**config.mk**
```make
export PLATFORM = sky130hd
export DESIGN_NAME = cobs_frame_decoder_unit
export DESIGN_NICKNAME = d
export VERILOG_FILES = /design/src/design/cfd_pkg.sv /design/src/design/cfd_queue.sv /design/src/design/cfd_front.sv /design/src/design/cfd_back.sv /design/src/design/cobs_frame_decoder_unit.sv
export VERILOG_INCLUDE_DIRS = /design/src /design/src/design
export SDC_FILE = /design/constraint.sdc
export NUM_CORES = 1
export LEC_CHECK = 0
export BUFFER_PORTS_ARGS = -buffer_cell sky130_fd_sc_hd__buf_4
export CAP_MARGIN = 10
export CORE_MARGIN = 2
export CORE_UTILIZATION = 30
export DETAILED_ROUTE_END_ITERATION = 8
export SLEW_MARGIN = 10
export SYNTH_ARGS = -nofsm -noshare
export SYNTH_HDL_FRONTEND = slang
export SYNTH_SLANG_ARGS = --single-unit
```
**constraint.sdc**
```tcl
create_clock -name i_clk -period 6.1 [get_ports i_clk]
set_input_delay 0.61 -clock i_clk [delete_from_list [all_inputs] [get_ports i_clk]]
set_output_delay 0.61 -clock i_clk [all_outputs]
set_load 0.02 [all_outputs]
```
**src/design/cobs_frame_decoder_unit_macros.svh**
```systemverilog
// ----------------------------------------------------------------------------
// COBS frame decoder assertion macros
// Shared concurrent assertion forms for the decoder modules.
// ----------------------------------------------------------------------------
`ifndef COBS_FRAME_DECODER_UNIT_MACROS_SVH
`define COBS_FRAME_DECODER_UNIT_MACROS_SVH

// same-cycle implication, disabled in reset
`define CFD_ASSERT_NOW(label, clk, rst_n, ante, cons) \
    label: assert property (@(posedge clk) disable iff (!rst_n) (ante) |-> (cons)) \
        else $error("cfd assertion failed");

// next-cycle implication, disabled in reset
`define CFD_ASSERT_NEXT(label, clk, rst_n, ante, cons) \
    label: assert property (@(posedge clk) disable iff (!rst_n) (ante) |=> (cons)) \
        else $error("cfd assertion failed");

`endif

```
**src/design/cfd_pkg.sv**
```systemverilog
`default_nettype none
// ----------------------------------------------------------------------------
// COBS frame decoder package
// Item types, result codes and register map of the decoder.
// ----------------------------------------------------------------------------
package cfd_pkg;

    localparam int unsigned QUEUE_DEPTH = 4;
    localparam int unsigned APB_ADDR_W  = 3;
    localparam int unsigned APB_DATA_W  = 32;

    localparam logic [15:0] CAPACITY_RESET = 16'd1024;

    localparam logic [0:0] REG_DECODED_CAPACITY = 1'b0;

    localparam logic [1:0] ERR_NONE      = 2'd0;
    localparam logic [1:0] ERR_ZERO_CODE = 2'd1;
    localparam logic [1:0] ERR_TRUNCATED = 2'd2;
    localparam logic [1:0] ERR_CAPACITY  = 2'd3;

    localparam logic KIND_DATA   = 1'b0;
    localparam logic KIND_STATUS = 1'b1;

    localparam logic [7:0] CODE_FULL_BLOCK = 8'hFF;

    typedef struct packed {
        logic [7:0] data_byte;
        logic       final_byte;
    } t_in_item;

    typedef struct packed {
        logic        kind;
        logic [7:0]  out_byte;
        logic [1:0]  status;
        logic [15:0] decoded_length;
        logic        last_of_run;
    } t_out_item;

    typedef struct packed {
        logic        has_data;
        logic [7:0]  data_byte;
        logic        has_status;
        logic [1:0]  status;
        logic [15:0] length;
    } t_op;

endpackage
`default_nettype wire

```
**src/design/cfd_queue.sv**
```systemverilog
`default_nettype none
// ----------------------------------------------------------------------------
// COBS frame decoder operation queue
// Small register FIFO between the classifying front and the emitting back.
// ----------------------------------------------------------------------------
`include "cobs_frame_decoder_unit_macros.svh"

module cfd_queue #(
    parameter int unsigned DEPTH = cfd_pkg::QUEUE_DEPTH
) (
    input  wire logic         i_clk,
    input  wire logic         i_rst_n,
    input  wire logic         i_push,
    input  wire cfd_pkg::t_op i_op,
    input  wire logic         i_pop,
    output cfd_pkg::t_op      o_head,
    output logic              o_empty,
    output logic              o_full
);

    localparam int unsigned PTR_W = (DEPTH > 1) ? $clog2(DEPTH) : 1;
    localparam int unsigned CNT_W = $clog2(DEPTH + 1);

    cfd_pkg::t_op r_mem [DEPTH];
    logic [PTR_W-1:0] r_wr_ptr, n_wr_ptr;
    logic [PTR_W-1:0] r_rd_ptr, n_rd_ptr;
    logic [CNT_W-1:0] r_count,  n_count;

    logic l_push;
    logic l_pop;

    assign o_empty = (r_count == '0);
    assign o_full  = (r_count == CNT_W'(DEPTH));
    assign o_head  = r_mem[r_rd_ptr];
    assign l_push  = i_push && !o_full;
    assign l_pop   = i_pop && !o_empty;

    always_comb begin
        n_wr_ptr = r_wr_ptr;
        n_rd_ptr = r_rd_ptr;
        n_count  = r_count;
        if (l_push) begin
            n_wr_ptr = (r_wr_ptr == PTR_W'(DEPTH - 1)) ? '0 : r_wr_ptr + PTR_W'(1);
        end
        if (l_pop) begin
            n_rd_ptr = (r_rd_ptr == PTR_W'(DEPTH - 1)) ? '0 : r_rd_ptr + PTR_W'(1);
        end
        if (l_push && !l_pop) begin
            n_count = r_count + CNT_W'(1);
        end else if (l_pop && !l_push) begin
            n_count = r_count - CNT_W'(1);
        end
    end

    always_ff @(posedge i_clk) begin
        if (!i_rst_n) begin
            r_wr_ptr <= '0;
            r_rd_ptr <= '0;
            r_count  <= '0;
        end else begin
            r_wr_ptr <= n_wr_ptr;
            r_rd_ptr <= n_rd_ptr;
            r_count  <= n_count;
        end
    end

    always_ff @(posedge i_clk) begin
        if (l_push) begin
            r_mem[r_wr_ptr] <= i_op;
        end
    end

    `CFD_ASSERT_NOW(a_count_bound, i_clk, i_rst_n, 1'b1, r_count <= CNT_W'(DEPTH))
    `CFD_ASSERT_NOW(a_no_push_full, i_clk, i_rst_n, i_push, !o_full)

endmodule
`default_nettype wire

```
**src/design/cfd_front.sv**
```systemverilog
`default_nettype none
// ----------------------------------------------------------------------------
// COBS frame decoder front
// Accept encoded bytes, track block state and errors, queue emit operations.
// ----------------------------------------------------------------------------
`include "cobs_frame_decoder_unit_macros.svh"

module cfd_front (
    input  wire logic              i_clk,
    input  wire logic              i_rst_n,
    input  wire logic [15:0]       i_capacity,
    input  wire logic              i_in_valid,
    input  wire cfd_pkg::t_in_item i_in_item,
    output logic                   o_in_stall,
    input  wire logic              i_q_full,
    output logic                   o_push,
    output cfd_pkg::t_op           o_op
);

    logic [7:0]  r_left,  n_left;
    logic        r_full,  n_full;
    logic        r_zpend, n_zpend;
    logic [15:0] r_count, n_count;
    logic [1:0]  r_err,   n_err;

    logic        l_fire;
    logic [7:0]  l_byte;
    logic [7:0]  l_byte_m1;
    logic [16:0] l_sum;
    logic        l_emit;
    logic [7:0]  l_emit_byte;
    logic [7:0]  l_left;
    logic        l_full;
    logic        l_zpend;
    logic [15:0] l_count;
    logic [1:0]  l_err;

    assign o_in_stall = i_q_full;
    assign l_fire     = i_in_valid && !i_q_full;
    assign l_byte     = i_in_item.data_byte;
    assign l_byte_m1  = l_byte - 8'd1;
    assign l_sum      = {1'b0, r_count} + (r_zpend ? {9'd0, l_byte} : {9'd0, l_byte_m1});

    always_comb begin
        l_emit      = 1'b0;
        l_emit_byte = 8'd0;
        l_left      = r_left;
        l_full      = r_full;
        l_zpend     = r_zpend;
        l_count     = r_count;
        l_err       = r_err;
        if (r_err == cfd_pkg::ERR_NONE) begin
            if (r_left == 8'd0) begin
                l_zpend = 1'b0;
                if (r_zpend && (r_count >= i_capacity)) begin
                    l_err = cfd_pkg::ERR_CAPACITY;
                end else begin
                    if (r_zpend) begin
                        l_emit  = 1'b1;
                        l_count = r_count + 16'd1;
                    end
                    if (l_byte == 8'd0) begin
                        l_err = cfd_pkg::ERR_ZERO_CODE;
                    end else if (l_sum > {1'b0, i_capacity}) begin
                        l_err = cfd_pkg::ERR_CAPACITY;
                    end else begin
                        l_left  = l_byte_m1;
                        l_full  = (l_byte == cfd_pkg::CODE_FULL_BLOCK);
                        l_zpend = (l_byte == 8'd1);
                    end
                end
            end else begin
                l_emit      = 1'b1;
                l_emit_byte = l_byte;
                l_count     = r_count + 16'd1;
                l_left      = r_left - 8'd1;
                if ((r_left == 8'd1) && !r_full) begin
                    l_zpend = 1'b1;
                end
            end
        end
        if (i_in_item.final_byte && (l_left != 8'd0) && (l_err == cfd_pkg::ERR_NONE)) begin
            l_err = cfd_pkg::ERR_TRUNCATED;
        end
    end

    always_comb begin
        o_op.has_data   = l_emit;
        o_op.data_byte  = l_emit_byte;
        o_op.has_status = i_in_item.final_byte;
        o_op.status     = l_err;
        o_op.length     = l_count;
        o_push          = l_fire && (l_emit || i_in_item.final_byte);

        n_left  = r_left;
        n_full  = r_full;
        n_zpend = r_zpend;
        n_count = r_count;
        n_err   = r_err;
        if (l_fire) begin
            if (i_in_item.final_byte) begin
                n_left  = 8'd0;
                n_full  = 1'b0;
                n_zpend = 1'b0;
                n_count = 16'd0;
                n_err   = cfd_pkg::ERR_NONE;
            end else begin
                n_left  = l_left;
                n_full  = l_full;
                n_zpend = l_zpend;
                n_count = l_count;
                n_err   = l_err;
            end
        end
    end

    always_ff @(posedge i_clk) begin
        if (!i_rst_n) begin
            r_left  <= 8'd0;
            r_full  <= 1'b0;
            r_zpend <= 1'b0;
            r_count <= 16'd0;
            r_err   <= cfd_pkg::ERR_NONE;
        end else begin
            r_left  <= n_left;
            r_full  <= n_full;
            r_zpend <= n_zpend;
            r_count <= n_count;
            r_err   <= n_err;
        end
    end

    `CFD_ASSERT_NEXT(a_err_latched, i_clk, i_rst_n, (r_err != cfd_pkg::ERR_NONE) && !(l_fire && i_in_item.final_byte), r_err == $past(r_err))
    `CFD_ASSERT_NOW(a_err_no_emit, i_clk, i_rst_n, r_err != cfd_pkg::ERR_NONE, !l_emit)

endmodule
`default_nettype wire

```
**src/design/cfd_back.sv**
```systemverilog
`default_nettype none
// ----------------------------------------------------------------------------
// COBS frame decoder back
// Turn queued operations into data and status result items.
// ----------------------------------------------------------------------------
`include "cobs_frame_decoder_unit_macros.svh"

module cfd_back (
    input  wire logic           i_clk,
    input  wire logic           i_rst_n,
    input  wire cfd_pkg::t_op   i_op,
    input  wire logic           i_empty,
    output logic                o_pop,
    output logic                o_out_valid,
    output cfd_pkg::t_out_item  o_out_item,
    input  wire logic           i_out_stall
);

    logic               r_valid, n_valid;
    logic               r_sent,  n_sent;
    cfd_pkg::t_out_item r_item,  n_item;

    logic l_free;

    assign l_free      = !r_valid || !i_out_stall;
    assign o_out_valid = r_valid;
    assign o_out_item  = r_item;

    always_comb begin
        o_pop   = 1'b0;
        n_valid = r_valid && i_out_stall;
        n_sent  = r_sent;
        n_item  = r_item;
        if (l_free && !i_empty) begin
            n_valid = 1'b1;
            if (i_op.has_data && !r_sent) begin
                n_item.kind           = cfd_pkg::KIND_DATA;
                n_item.out_byte       = i_op.data_byte;
                n_item.status         = cfd_pkg::ERR_NONE;
                n_item.decoded_length = 16'd0;
                n_item.last_of_run    = !i_op.has_status;
                if (i_op.has_status) begin
                    n_sent = 1'b1;
                end else begin
                    o_pop = 1'b1;
                end
            end else begin
                n_item.kind           = cfd_pkg::KIND_STATUS;
                n_item.out_byte       = 8'd0;
                n_item.status         = i_op.status;
                n_item.decoded_length = i_op.length;
                n_item.last_of_run    = 1'b1;
                n_sent                = 1'b0;
                o_pop                 = 1'b1;
            end
        end
    end

    always_ff @(posedge i_clk) begin
        if (!i_rst_n) begin
            r_valid <= 1'b0;
            r_sent  <= 1'b0;
        end else begin
            r_valid <= n_valid;
            r_sent  <= n_sent;
        end
    end

    always_ff @(posedge i_clk) begin
        r_item <= n_item;
    end

    `CFD_ASSERT_NOW(a_status_last, i_clk, i_rst_n, r_valid && (r_item.kind == cfd_pkg::KIND_STATUS), r_item.last_of_run && (r_item.out_byte == 8'd0))
    `CFD_ASSERT_NEXT(a_status_follows, i_clk, i_rst_n, r_valid && !i_out_stall && (r_item.kind == cfd_pkg::KIND_DATA) && !r_item.last_of_run, r_valid && (r_item.kind == cfd_pkg::KIND_STATUS))

endmodule
`default_nettype wire

```
**src/design/cobs_frame_decoder_unit.sv**
```systemverilog
`default_nettype none
// ----------------------------------------------------------------------------
// COBS frame decoder unit
// Streaming decoder for byte-stuffed frames with length and error status.
// ----------------------------------------------------------------------------
// One encoded byte is taken per cycle. Each byte yields at most one decoded
// byte; the final byte of a frame also yields a status item carrying the
// decoded length and the first error, so an item causes up to two results,
// emitted one after the other. A queue of QUEUE_DEPTH entries between the
// classifying front and the emitting back absorbs that and any output stall;
// the input stalls only while the queue is full. Operations are registered in
// the queue, results in the back's output register. Capacity is written over
// APB at byte addresses 0 to 3, reads back there and resets to 1024.
// ----------------------------------------------------------------------------

module cobs_frame_decoder_unit #(
    parameter int unsigned QUEUE_DEPTH = cfd_pkg::QUEUE_DEPTH
) (
    input  wire logic                            i_clk,
    input  wire logic                            i_rst_n,
    input  wire logic                            i_in_valid,
    input  wire cfd_pkg::t_in_item               i_in_item,
    output logic                                 o_in_stall,
    output logic                                 o_out_valid,
    output cfd_pkg::t_out_item                   o_out_item,
    input  wire logic                            i_out_stall,
    input  wire logic                            psel,
    input  wire logic                            penable,
    input  wire logic                            pwrite,
    input  wire logic [cfd_pkg::APB_ADDR_W-1:0]  paddr,
    input  wire logic [cfd_pkg::APB_DATA_W-1:0]  pwdata,
    output logic [cfd_pkg::APB_DATA_W-1:0]       prdata,
    output logic                                 pready
);

    logic [15:0]  r_capacity, n_capacity;
    logic         l_sel_cap;
    logic         l_push;
    logic         l_pop;
    logic         l_empty;
    logic         l_full;
    cfd_pkg::t_op l_op_in;
    cfd_pkg::t_op l_op_head;

    assign pready    = 1'b1;
    assign l_sel_cap = (paddr[cfd_pkg::APB_ADDR_W-1:2] == cfd_pkg::REG_DECODED_CAPACITY);
    assign prdata    = l_sel_cap ? {16'd0, r_capacity} : '0;

    always_comb begin
        n_capacity = r_capacity;
        if (psel && penable && pwrite && l_sel_cap) begin
            n_capacity = pwdata[15:0];
        end
    end

    always_ff @(posedge i_clk) begin
        if (!i_rst_n) begin
            r_capacity <= cfd_pkg::CAPACITY_RESET;
        end else begin
            r_capacity <= n_capacity;
        end
    end

    cfd_front u_front (
        .i_clk      (i_clk),
        .i_rst_n    (i_rst_n),
        .i_capacity (r_capacity),
        .i_in_valid (i_in_valid),
        .i_in_item  (i_in_item),
        .o_in_stall (o_in_stall),
        .i_q_full   (l_full),
        .o_push     (l_push),
        .o_op       (l_op_in)
    );

    cfd_queue #(
        .DEPTH (QUEUE_DEPTH)
    ) u_queue (
        .i_clk   (i_clk),
        .i_rst_n (i_rst_n),
        .i_push  (l_push),
        .i_op    (l_op_in),
        .i_pop   (l_pop),
        .o_head  (l_op_head),
        .o_empty (l_empty),
        .o_full  (l_full)
    );

    cfd_back u_back (
        .i_clk       (i_clk),
        .i_rst_n     (i_rst_n),
        .i_op        (l_op_head),
        .i_empty     (l_empty),
        .o_pop       (l_pop),
        .o_out_valid (o_out_valid),
        .o_out_item  (o_out_item),
        .i_out_stall (i_out_stall)
    );

endmodule
`default_nettype wire
```
* After elaboration in Yosys (flattened, before gate mapping)
Memories as Yosys holds them, arrays and structs flattened. A register that Yosys moved wholly into a read port is not among the register bits.
Cells that the tools add are included.
** Storage, ports and cells
- Register bits after elaboration :: 81
- Bits in latches :: 0
- Memory bits (writable) :: 112
- ROM bits :: 0
- Input bits :: 51
- Memories :: 1
** Operators by class
- Add/subtract/negate cells :: 8
- Multiply operators :: 0
- Divide/modulo/power cells :: 0
- Magnitude comparators :: 2
- Equal/unequal tests :: 10
- Shifts and indexed selects :: 0
- Muxes and demuxes :: 54
- Bitwise logic cells :: 1
- Reduce and logical (&&, ||, !) cells :: 40
** Memory list
- u_queue.r_mem :: words 4, width 28, read ports 1, clocked after Yosys merged registers in 1, write ports 1, RTL line cfd_queue.sv:24 : cfd_pkg::t_op r_mem [DEPTH];
** Operators by type and width (count)
- two-way mux 16 bit :: 6
- two-way mux 8 bit :: 9
- two-way mux 28 bit :: 1
- two-way mux 1 bit :: 25
- two-way mux 2 bit :: 11
- adder 16 x 17 -> 17 bit :: 1
- > comparator 17 x 16 -> 1 bit :: 1
- adder 16 x 1 -> 16 bit, second input constant :: 1
- == test 8 x 1 -> 1 bit, second input constant :: 2
- greater-or-equal comparator 16 bit :: 1
- logical AND 1 bit :: 16
- logical NOT 8 bit :: 2
- subtractor 8 x 1 -> 8 bit, second input constant :: 2
- logical NOT 1 bit :: 9
- == test 8 bit, second input constant :: 1
- nonzero test 8 bit :: 1
- two-way mux 3 bit :: 2
- inequality test 2 bit, second input constant :: 3
- AND reduction 6 bit :: 1
- nonzero test 2 bit :: 3
- adder 2 x 1 -> 2 bit, second input constant :: 2
- == test 2 bit, second input constant :: 2
- logical NOT 2 bit :: 2
- adder 3 x 1 -> 3 bit, second input constant :: 1
- other kinds (9) :: 10

* Longest topological paths before layout
Gate-level depths: netlist of run 1.
- Depth after elaboration :: 14
- Gate-level depth with buffers :: 24
- Gate-level depth less buffers :: 23

* Modules after synthesis
Synthesis of run 1 repeated with hierarchy kept, for this count alone.
** Second synthesis, totals
- Cell total of the unflattened synthesis :: 855
- Area total of the unflattened synthesis :: 10283.6 um^2
** By module, submodules not included
- cfd_queue :: times used 1, cells each 197, area each 4570.6 um^2
- cfd_front :: times used 1, cells each 484, area each 3651.0 um^2
- cfd_back :: times used 1, cells each 68, area each 1149.9 um^2
- cobs_frame_decoder_unit :: times used 1, cells each 106, area each 912.1 um^2

* Worst setup path before layout of run 1
No wires, ideal clock.
- Kind :: input port to flip-flop
- Start :: in i_in_item[2] (netlist name)
- End :: mem u_queue.r_mem[0][17] (netlist name), data pin
- Library setup time :: 0.273 ns
- Arrival time :: 4.849 ns
- Required time :: 5.827 ns
- Slack :: 0.978 ns
- Stages :: 23
- Path buffers :: 0
- Cells stage by stage :: inv_1 > ha_1 > mux2i_1 > ha_1 > a21o_1 > a21o_1 > a21o_1 > a21o_1 > a21oi_1 > o21bai_1 > a21oi_1 > nor2_1 > xor2_1 > ha_1 > nand4_1 > nor4_1 > nor4_1 > a211oi_2 > o211ai_1 > a311o_1 > a21oi_1 > nand3_1 > a2bb2oi_1
** RTL lines
- from (decl) :: RTL line cobs_frame_decoder_unit.sv:22 : input wire cfd_pkg::t_in_item i_in_item,
- to (decl) :: RTL line cfd_queue.sv:24

==> results.yml, run 1 <==
global_route:
  grt_pass1_vias: 6262
  grt_use_total_pct: 13.1
  grt_first_pass_wirelength_mm: 34.4
  grt_max_degree: 55
  grt_antenna_before_repair: 0
  overflow: 0
layout:
  fin_cells: 1336
  stdcell_area_mm2: 0.0114
  seqCellArea_mm2: 0.00531
  drive_gt1_share_pct: 17.0
  diodes: 0
  layout.filler_cells: 3193
  area_delta_synth_final_pct: 15.6
  layout.nets: 990
  multi_input_area_mm2: 0.00419
setup_path:
  arrival_ps: 5820
  worst_ep_required_time_ps: 6330
  critPathMaxFanout: 12
  cp_common_cell: "a21o_1"
  start_kind: "input port"
  reg2reg_to: "u_queue.r_mem[1][17]$_DFFE_PP_"
  worstSetupPathType: "in2reg"
  cp-endpoint: "u_queue.r_mem[1][17]$_DFFE_PP_"
  rrSetupSlack_ps: 670
  end_kind: "register"
  critPathSlowestCell: "a21oi_1"
  startpoint: "i_in_item[2]"
  worst-r2r-cell-count: 23
  r2r_start: "u_front.r_zpend$_SDFFE_PN0P_"
  critPathMaxStageDelay_ps: 350
floorplan:
  start_util_pct: 30.4
  core_mm2: 0.0325
  pin_count: 114
  std_cell_rows: 66
  die_h_um: 185
  die_x_um: 185
  die_area_mm2: 0.0343
routing:
  vias: 6436
  drc: 0
  detail-route-antenna-nets: 0
  wire_per_inst_um: 16.3
  firstDrtPassIters: 5
  drt_iter0_drc: 554
  wl_mm: 21.7
  vias_per_cell: 4.82
synth:
  synth_warnings: 0
  netlist_instances: 823
  synth.top_cells.by_count: "edfxtp_1, nand2_1, ha_1, dfxtp_1, nor2_1"
  synth_top_area_share_pct: 42.7
  synth_edf_count: 140
  syn_area_mm2: 0.00986
  yosys.area.top_type: "edfxtp_1"
  ys_seq_elements: 195
  syn_avg_cell_area_um2: 12.0
  yosysSeqAreaShare_pct: 53.8
  async_reset_ff_share_pct: 0
  ys.flop_type: "edfxtp_1"
  synth_area_leaders: "edfxtp_1, dfxtp_1, ha_1"
  netlist-cell-type-count: 61
  synth_most_common_cell: "edfxtp_1"
clock_tree:
  clkLatencyLatePin_ps: 440
  cts_root_buf: "clkbuf_16"
  cts_tree: "yes"
  cts.sinks: 195
  clkTransAtPathRegs_ps: 70
  ctsHoldBuffers: 0
  cts-resized-gates: 0
  post_cts_buffers: 0
  cts_buffers: 17
  cts_max_level: 4
  clock_path_buffers: 2
sta:
  rsz0062_at_grt: "no"
  layout_worst_path_cycle_share_pct: 91.7
  worst_slew_pin_slew_ps: 895
  setup_violations: 0
  max_slew_margin_pct: 40.3
  tns_ps: 0
  fin_worst_hold_slack_ps: 394
  drv_slew: 0
  min_period_ps: 5590
  skew_ps: 16.2
  max_freq_mhz: 179
  hold_viol: 0
placed_design:
  dp.cells: 1304
  place_congestion: 0.880
  io_buffers: 78
  placed_area_mm2: 0.0108
  hpwl_mm: 14.7
power:
  power.leakage_nw: 4.25
  vdd_ir_drop_max_uv: 191
  power_density_mw_per_mm2: 379
  p_total_mw: 4.32
outcome:
  status: "complete, no violations"
job:
  max-cap-violations: 0
min_path:
  hold_class: "in2reg"
-- power breakdown --
group          internal [mW]  switching (mW)  total, mW
Combinational          0.557           0.784       1.34
Sequential              1.75          0.0789       1.83
Clock                  0.619           0.532       1.15
Total                   2.93            1.40       4.32
-- metrics by stage --
stage | utilization (%) | worst slack, ps
after detailed placement | 33.3 | 123
final | 35.1 | 507
after global placement | 33.3 | 211
after CTS | 35.1 | 570
after floorplan | - | 978
after global routing | 35.1 | 126
-- cell families (layout without fill, tap and decap cells) --
group | Yosys count | in the layout | share of synthesized area [%]
AND/OR/NAND/NOR | 251 | 251 | 13.2
flip-flops | 195 | 195 | 53.8
AO/OA/AOI/OAI | 148 | 148 | 10.0
buffers and inverters | 91 | 147 | 4.39
adder cells (fa/ha/maj) | 58 | 58 | 7.52
XOR/XNOR | 44 | 44 | 3.91
multiplexers | 34 | 34 | 7.02
other | 2 | 17 | 0.0762
-- worst max-delay path: cells and delay by family --
family          cells  cell delay [ps]
mux                 1              270
compound gates     12             2580
fa+ha+maj           3              900
buf+inv             3              510
simple gates        5              790
xor+xnor            1              160
-- worst min path at each step --
stage,startpoint,end,cells after the start
after global placement,r_capacity[2]$_SDFFE_PN0P_,r_capacity[2]$_SDFFE_PN0P_,2
after floorplan,r_capacity[13]$_SDFFE_PN0P_,r_capacity[13]$_SDFFE_PN0P_,2
after detailed placement,r_capacity[8]$_SDFFE_PN0P_,r_capacity[8]$_SDFFE_PN0P_,2
final,pwdata[10],r_capacity[10]$_SDFFE_PN1P_,3
after CTS,pwdata[10],r_capacity[10]$_SDFFE_PN1P_,3
after global routing,pwdata[10],r_capacity[10]$_SDFFE_PN1P_,3
-- cells in the final DEF, fill, tap and decap left out, drive strengths merged, types with 3 or more instances in the layout --
cell / instances
xnor2: 22
mux2i: 5
o32ai: 3
or3: 15
o21a: 3
dfxtp: 55
a211oi: 8
ha: 56
nand4: 8
a21boi: 31
and3: 21
nor3: 12
nor4: 6
nand2b: 4
nand2: 68
a22oi: 7
mux4: 28
buf: 83
inv: 39
clkbuf: 18
nor2: 40
a21oi: 26
nor2b: 35
o21ai: 36
a31oi: 6
conb: 17
a21o: 7
nor3b: 3
clkinv: 5
o211ai: 4
nand3: 17
xor2: 22
and2: 15
edfxtp: 140
-- registers in the layout, indices dropped and copies added, names as in the netlist, named ones only --
name                flops
r_capacity             16
u_back.o_out_item      28
u_back.o_out_valid      1
u_back.r_sent           1
u_front.r_count        16
u_front.r_err           2
u_front.r_full          1
u_front.r_left          8
u_front.r_zpend         1
u_queue.r_count         3
u_queue.r_mem         112
u_queue.r_rd_ptr        2
u_queue.r_wr_ptr        2
-- layer usage --
metal / global-route usage (%) / wire, um / up-vias
met5: 0 / 0 / -
met4: 2.89 / 181 / 0
met3: 2.71 / 1060 / 16
met2: 21.2 / 10100 / 187
met1: 18.1 / 10300 / 3123
li1: - / - / 3110
-- area by class of cell --
cell class | instances | area share, %
clock buffer | 18 | 3.77
clock inverter | 14 | 1.46
inverter | 32 | 1.05
multi-input combinational | 552 | 36.8
sequential | 195 | 46.6
tap | 442 | 4.86
timing repair buffer | 83 | 5.47
Power figures use the tool's default switching activity.
==> run 2: changes to the inputs <==
CORE_MARGIN = default   (was 2)
==> run 2 against run 1 <==
Net effect: fmax is 0.82% higher; sequential power barely moved; worst hold slack about the same; sequential cell count did not move; first-iteration DRC count is 25% lower; sequential share of layout area barely moved; global-route usage grew 0.23 points; die area down 2.1%; clock skew hardly changed; clock power decreased by 3%; combinational power hardly changed; critical path type unchanged; critical endpoint is now u_queue.r_mem[0][17]$_DFFE_PP_; largest cell class unchanged.
==> results.yml, run 2 (synthesis gave the netlist of run 1 again) <==
sta:
  rsz0062_at_grt: "no"
  max_slew_margin_pct: 38.1
  layout_worst_path_cycle_share_pct: 91.0
  setup_violations: 0
  max_freq_mhz: 180
  hold_viol: 0
  tns_ps: 0
  worst_slew_pin_slew_ps: 928
  drv_slew: 0
  skew_ps: 16.0
  min_period_ps: 5550
global_route:
  overflow: 0
  grt_antenna_before_repair: 0
  grt_use_total_pct: 13.3
  grt_max_degree: 55
  gr-usage-met1_pct: 18.2
  busiest_layer: "met2"
  grt_first_pass_wirelength_mm: 34.3
  grt_pass1_vias: 6139
  grtUsageMet2_pct: 21.7
  grt_util_met3_pct: 2.52
setup_path:
  worst-r2r-cell-count: 23
  start_kind: "input port"
  worst_ep_required_time_ps: 6320
  cp_top_family: "compound AO/OA/AOI/OAI gates"
  crit_cells: 25
  critPathMaxFanout: 12
  worstSetupPathType: "in2reg"
  arrival_ps: 5770
  critPathMaxStageDelay_ps: 350
  end_kind: "register"
  cp_common_cell: "a21o_1"
  critPathSlowestCell: "nor4_1"
  critPathBufInv: 3
floorplan:
  pin_count: 114
  die_h_um: 183
  start_util_pct: 30.4
  die_area_mm2: 0.0336
  die_x_um: 183
  core_mm2: 0.0325
  std_cell_rows: 66
power:
  power_density_mw_per_mm2: 376
  vdd_ir_drop_max_uv: 243
  p_total_mw: 4.28
  power.leakage_nw: 4.24
placed_design:
  io_buffers: 78
  place_congestion: 0.898
  hpwl_mm: 14.7
clock_tree:
  ctsHoldBuffers: 0
  clkLatencyLatePin_ps: 440
  cts_buffers: 17
  cts-resized-gates: 0
  post_cts_buffers: 0
  cts.sinks: 195
  cts_root_buf: "clkbuf_16"
  cts_max_level: 4
  clkTransAtPathRegs_ps: 80
  cts_tree: "yes"
  clock_path_buffers: 2
routing:
  wire_per_inst_um: 16.1
  firstDrtPassIters: 5
  vias_per_cell: 4.77
  drc: 0
  wl_mm: 21.5
  drt_iter0_drc: 418
  vias: 6377
  detail-route-antenna-nets: 0
layout:
  largest_register_ffs: 112
  mostFrequentLayoutCells: "edfxtp_1, buf_4, nand2_1, ha_1, dfxtp_1"
  area_delta_synth_final_pct: 15.5
  seqCellArea_mm2: 0.00531
  layout.filler_cells: 3200
  layout.nets: 990
  final_common_cell: "edfxtp_1"
  diodes: 0
  top_register: "u_queue.r_mem"
  drive_gt1_share_pct: 17.2
  multi_input_area_mm2: 0.00419
min_path:
  whs_path_depth: 3
  hold_class: "in2reg"
job:
  max-cap-violations: 0
outcome:
  status: "complete, no violations"
run 2: changes by cell type in the layout (fill, tap and decap cells not counted), sizes merged:
cell,change
bufinv,-2
inv,-2
clkinv,+5
clkbuf,-1
run 2: where the power goes:
| part | leakage [nW] | total [mW] | internal (mW) | switching (mW) |
|---|---|---|---|---|
| registers | 1.75 | 1.83 | 1.75 | 0.0815 |
| logic | 2.20 | 1.35 | 0.558 | 0.788 |
| clock network | 0.287 | 1.11 | 0.548 | 0.557 |
run 2: metrics by stage:
stage	util [%]	setup WS (ps)	cells	area, um^2	hold slack [ps]
global route	35.1	130	1336	11400	393
finish	35.1	552	1336	11400	393
CTS	35.1	561	1336	11400	378
detailed placement	33.3	117	1304	10800	457
floorplan	-	978	838	9910	443
global placement	33.3	183	1304	10800	450
run 2: metal layers:
layer / part of all wire, % / vias to the layer above
li1: - / 3116
met1: 47 / 3049
met2: 47 / 199
met3: 4.9 / 13
met4: 0.87 / 0
met5: 0 / -
run 2: final timing paths:
kind,from,slack (ps),end
worst min register to register,r_capacity[8]$_SDFFE_PN0P_,460,r_capacity[8]$_SDFFE_PN0P_
worst max-delay path,i_in_item[2],550,u_queue.r_mem[0][17]$_DFFE_PP_
worst min-delay path,pwdata[10],390,r_capacity[10]$_SDFFE_PN1P_
worst max register to register,u_front.r_zpend$_SDFFE_PN0P_,690,u_queue.r_mem[0][17]$_DFFE_PP_
run 2: area by class of cell:
type                    instances  area share (%)
clock buffers                  17            3.74
repair buffers                 83            5.47
flip-flops and latches        195            46.6
clock inverters                15            1.45
multi-input cells             552            36.8
well taps                     442            4.86
inverters                      32            1.06
run 2: worst reg2reg max path, stage by stage, from the launching register on:
cell       delay, ps
dfxtp_1          330
inv_1            210
mux2i_1          340
ha_1             290
a21o_1           160
a21o_1           190
a21o_1           180
a21o_1           190
a21oi_1          150
o21bai_1         110
a21oi_1          330
nor2_1            90
xor2_1           150
ha_1             310
nand4_1          150
nor4_1           350
nor4_1           100
a211oi_2         340
o211ai_1         190
buf_4            220
o32ai_1          300
a21oi_1          110
nand3_1          100
a2bb2oi_1        320
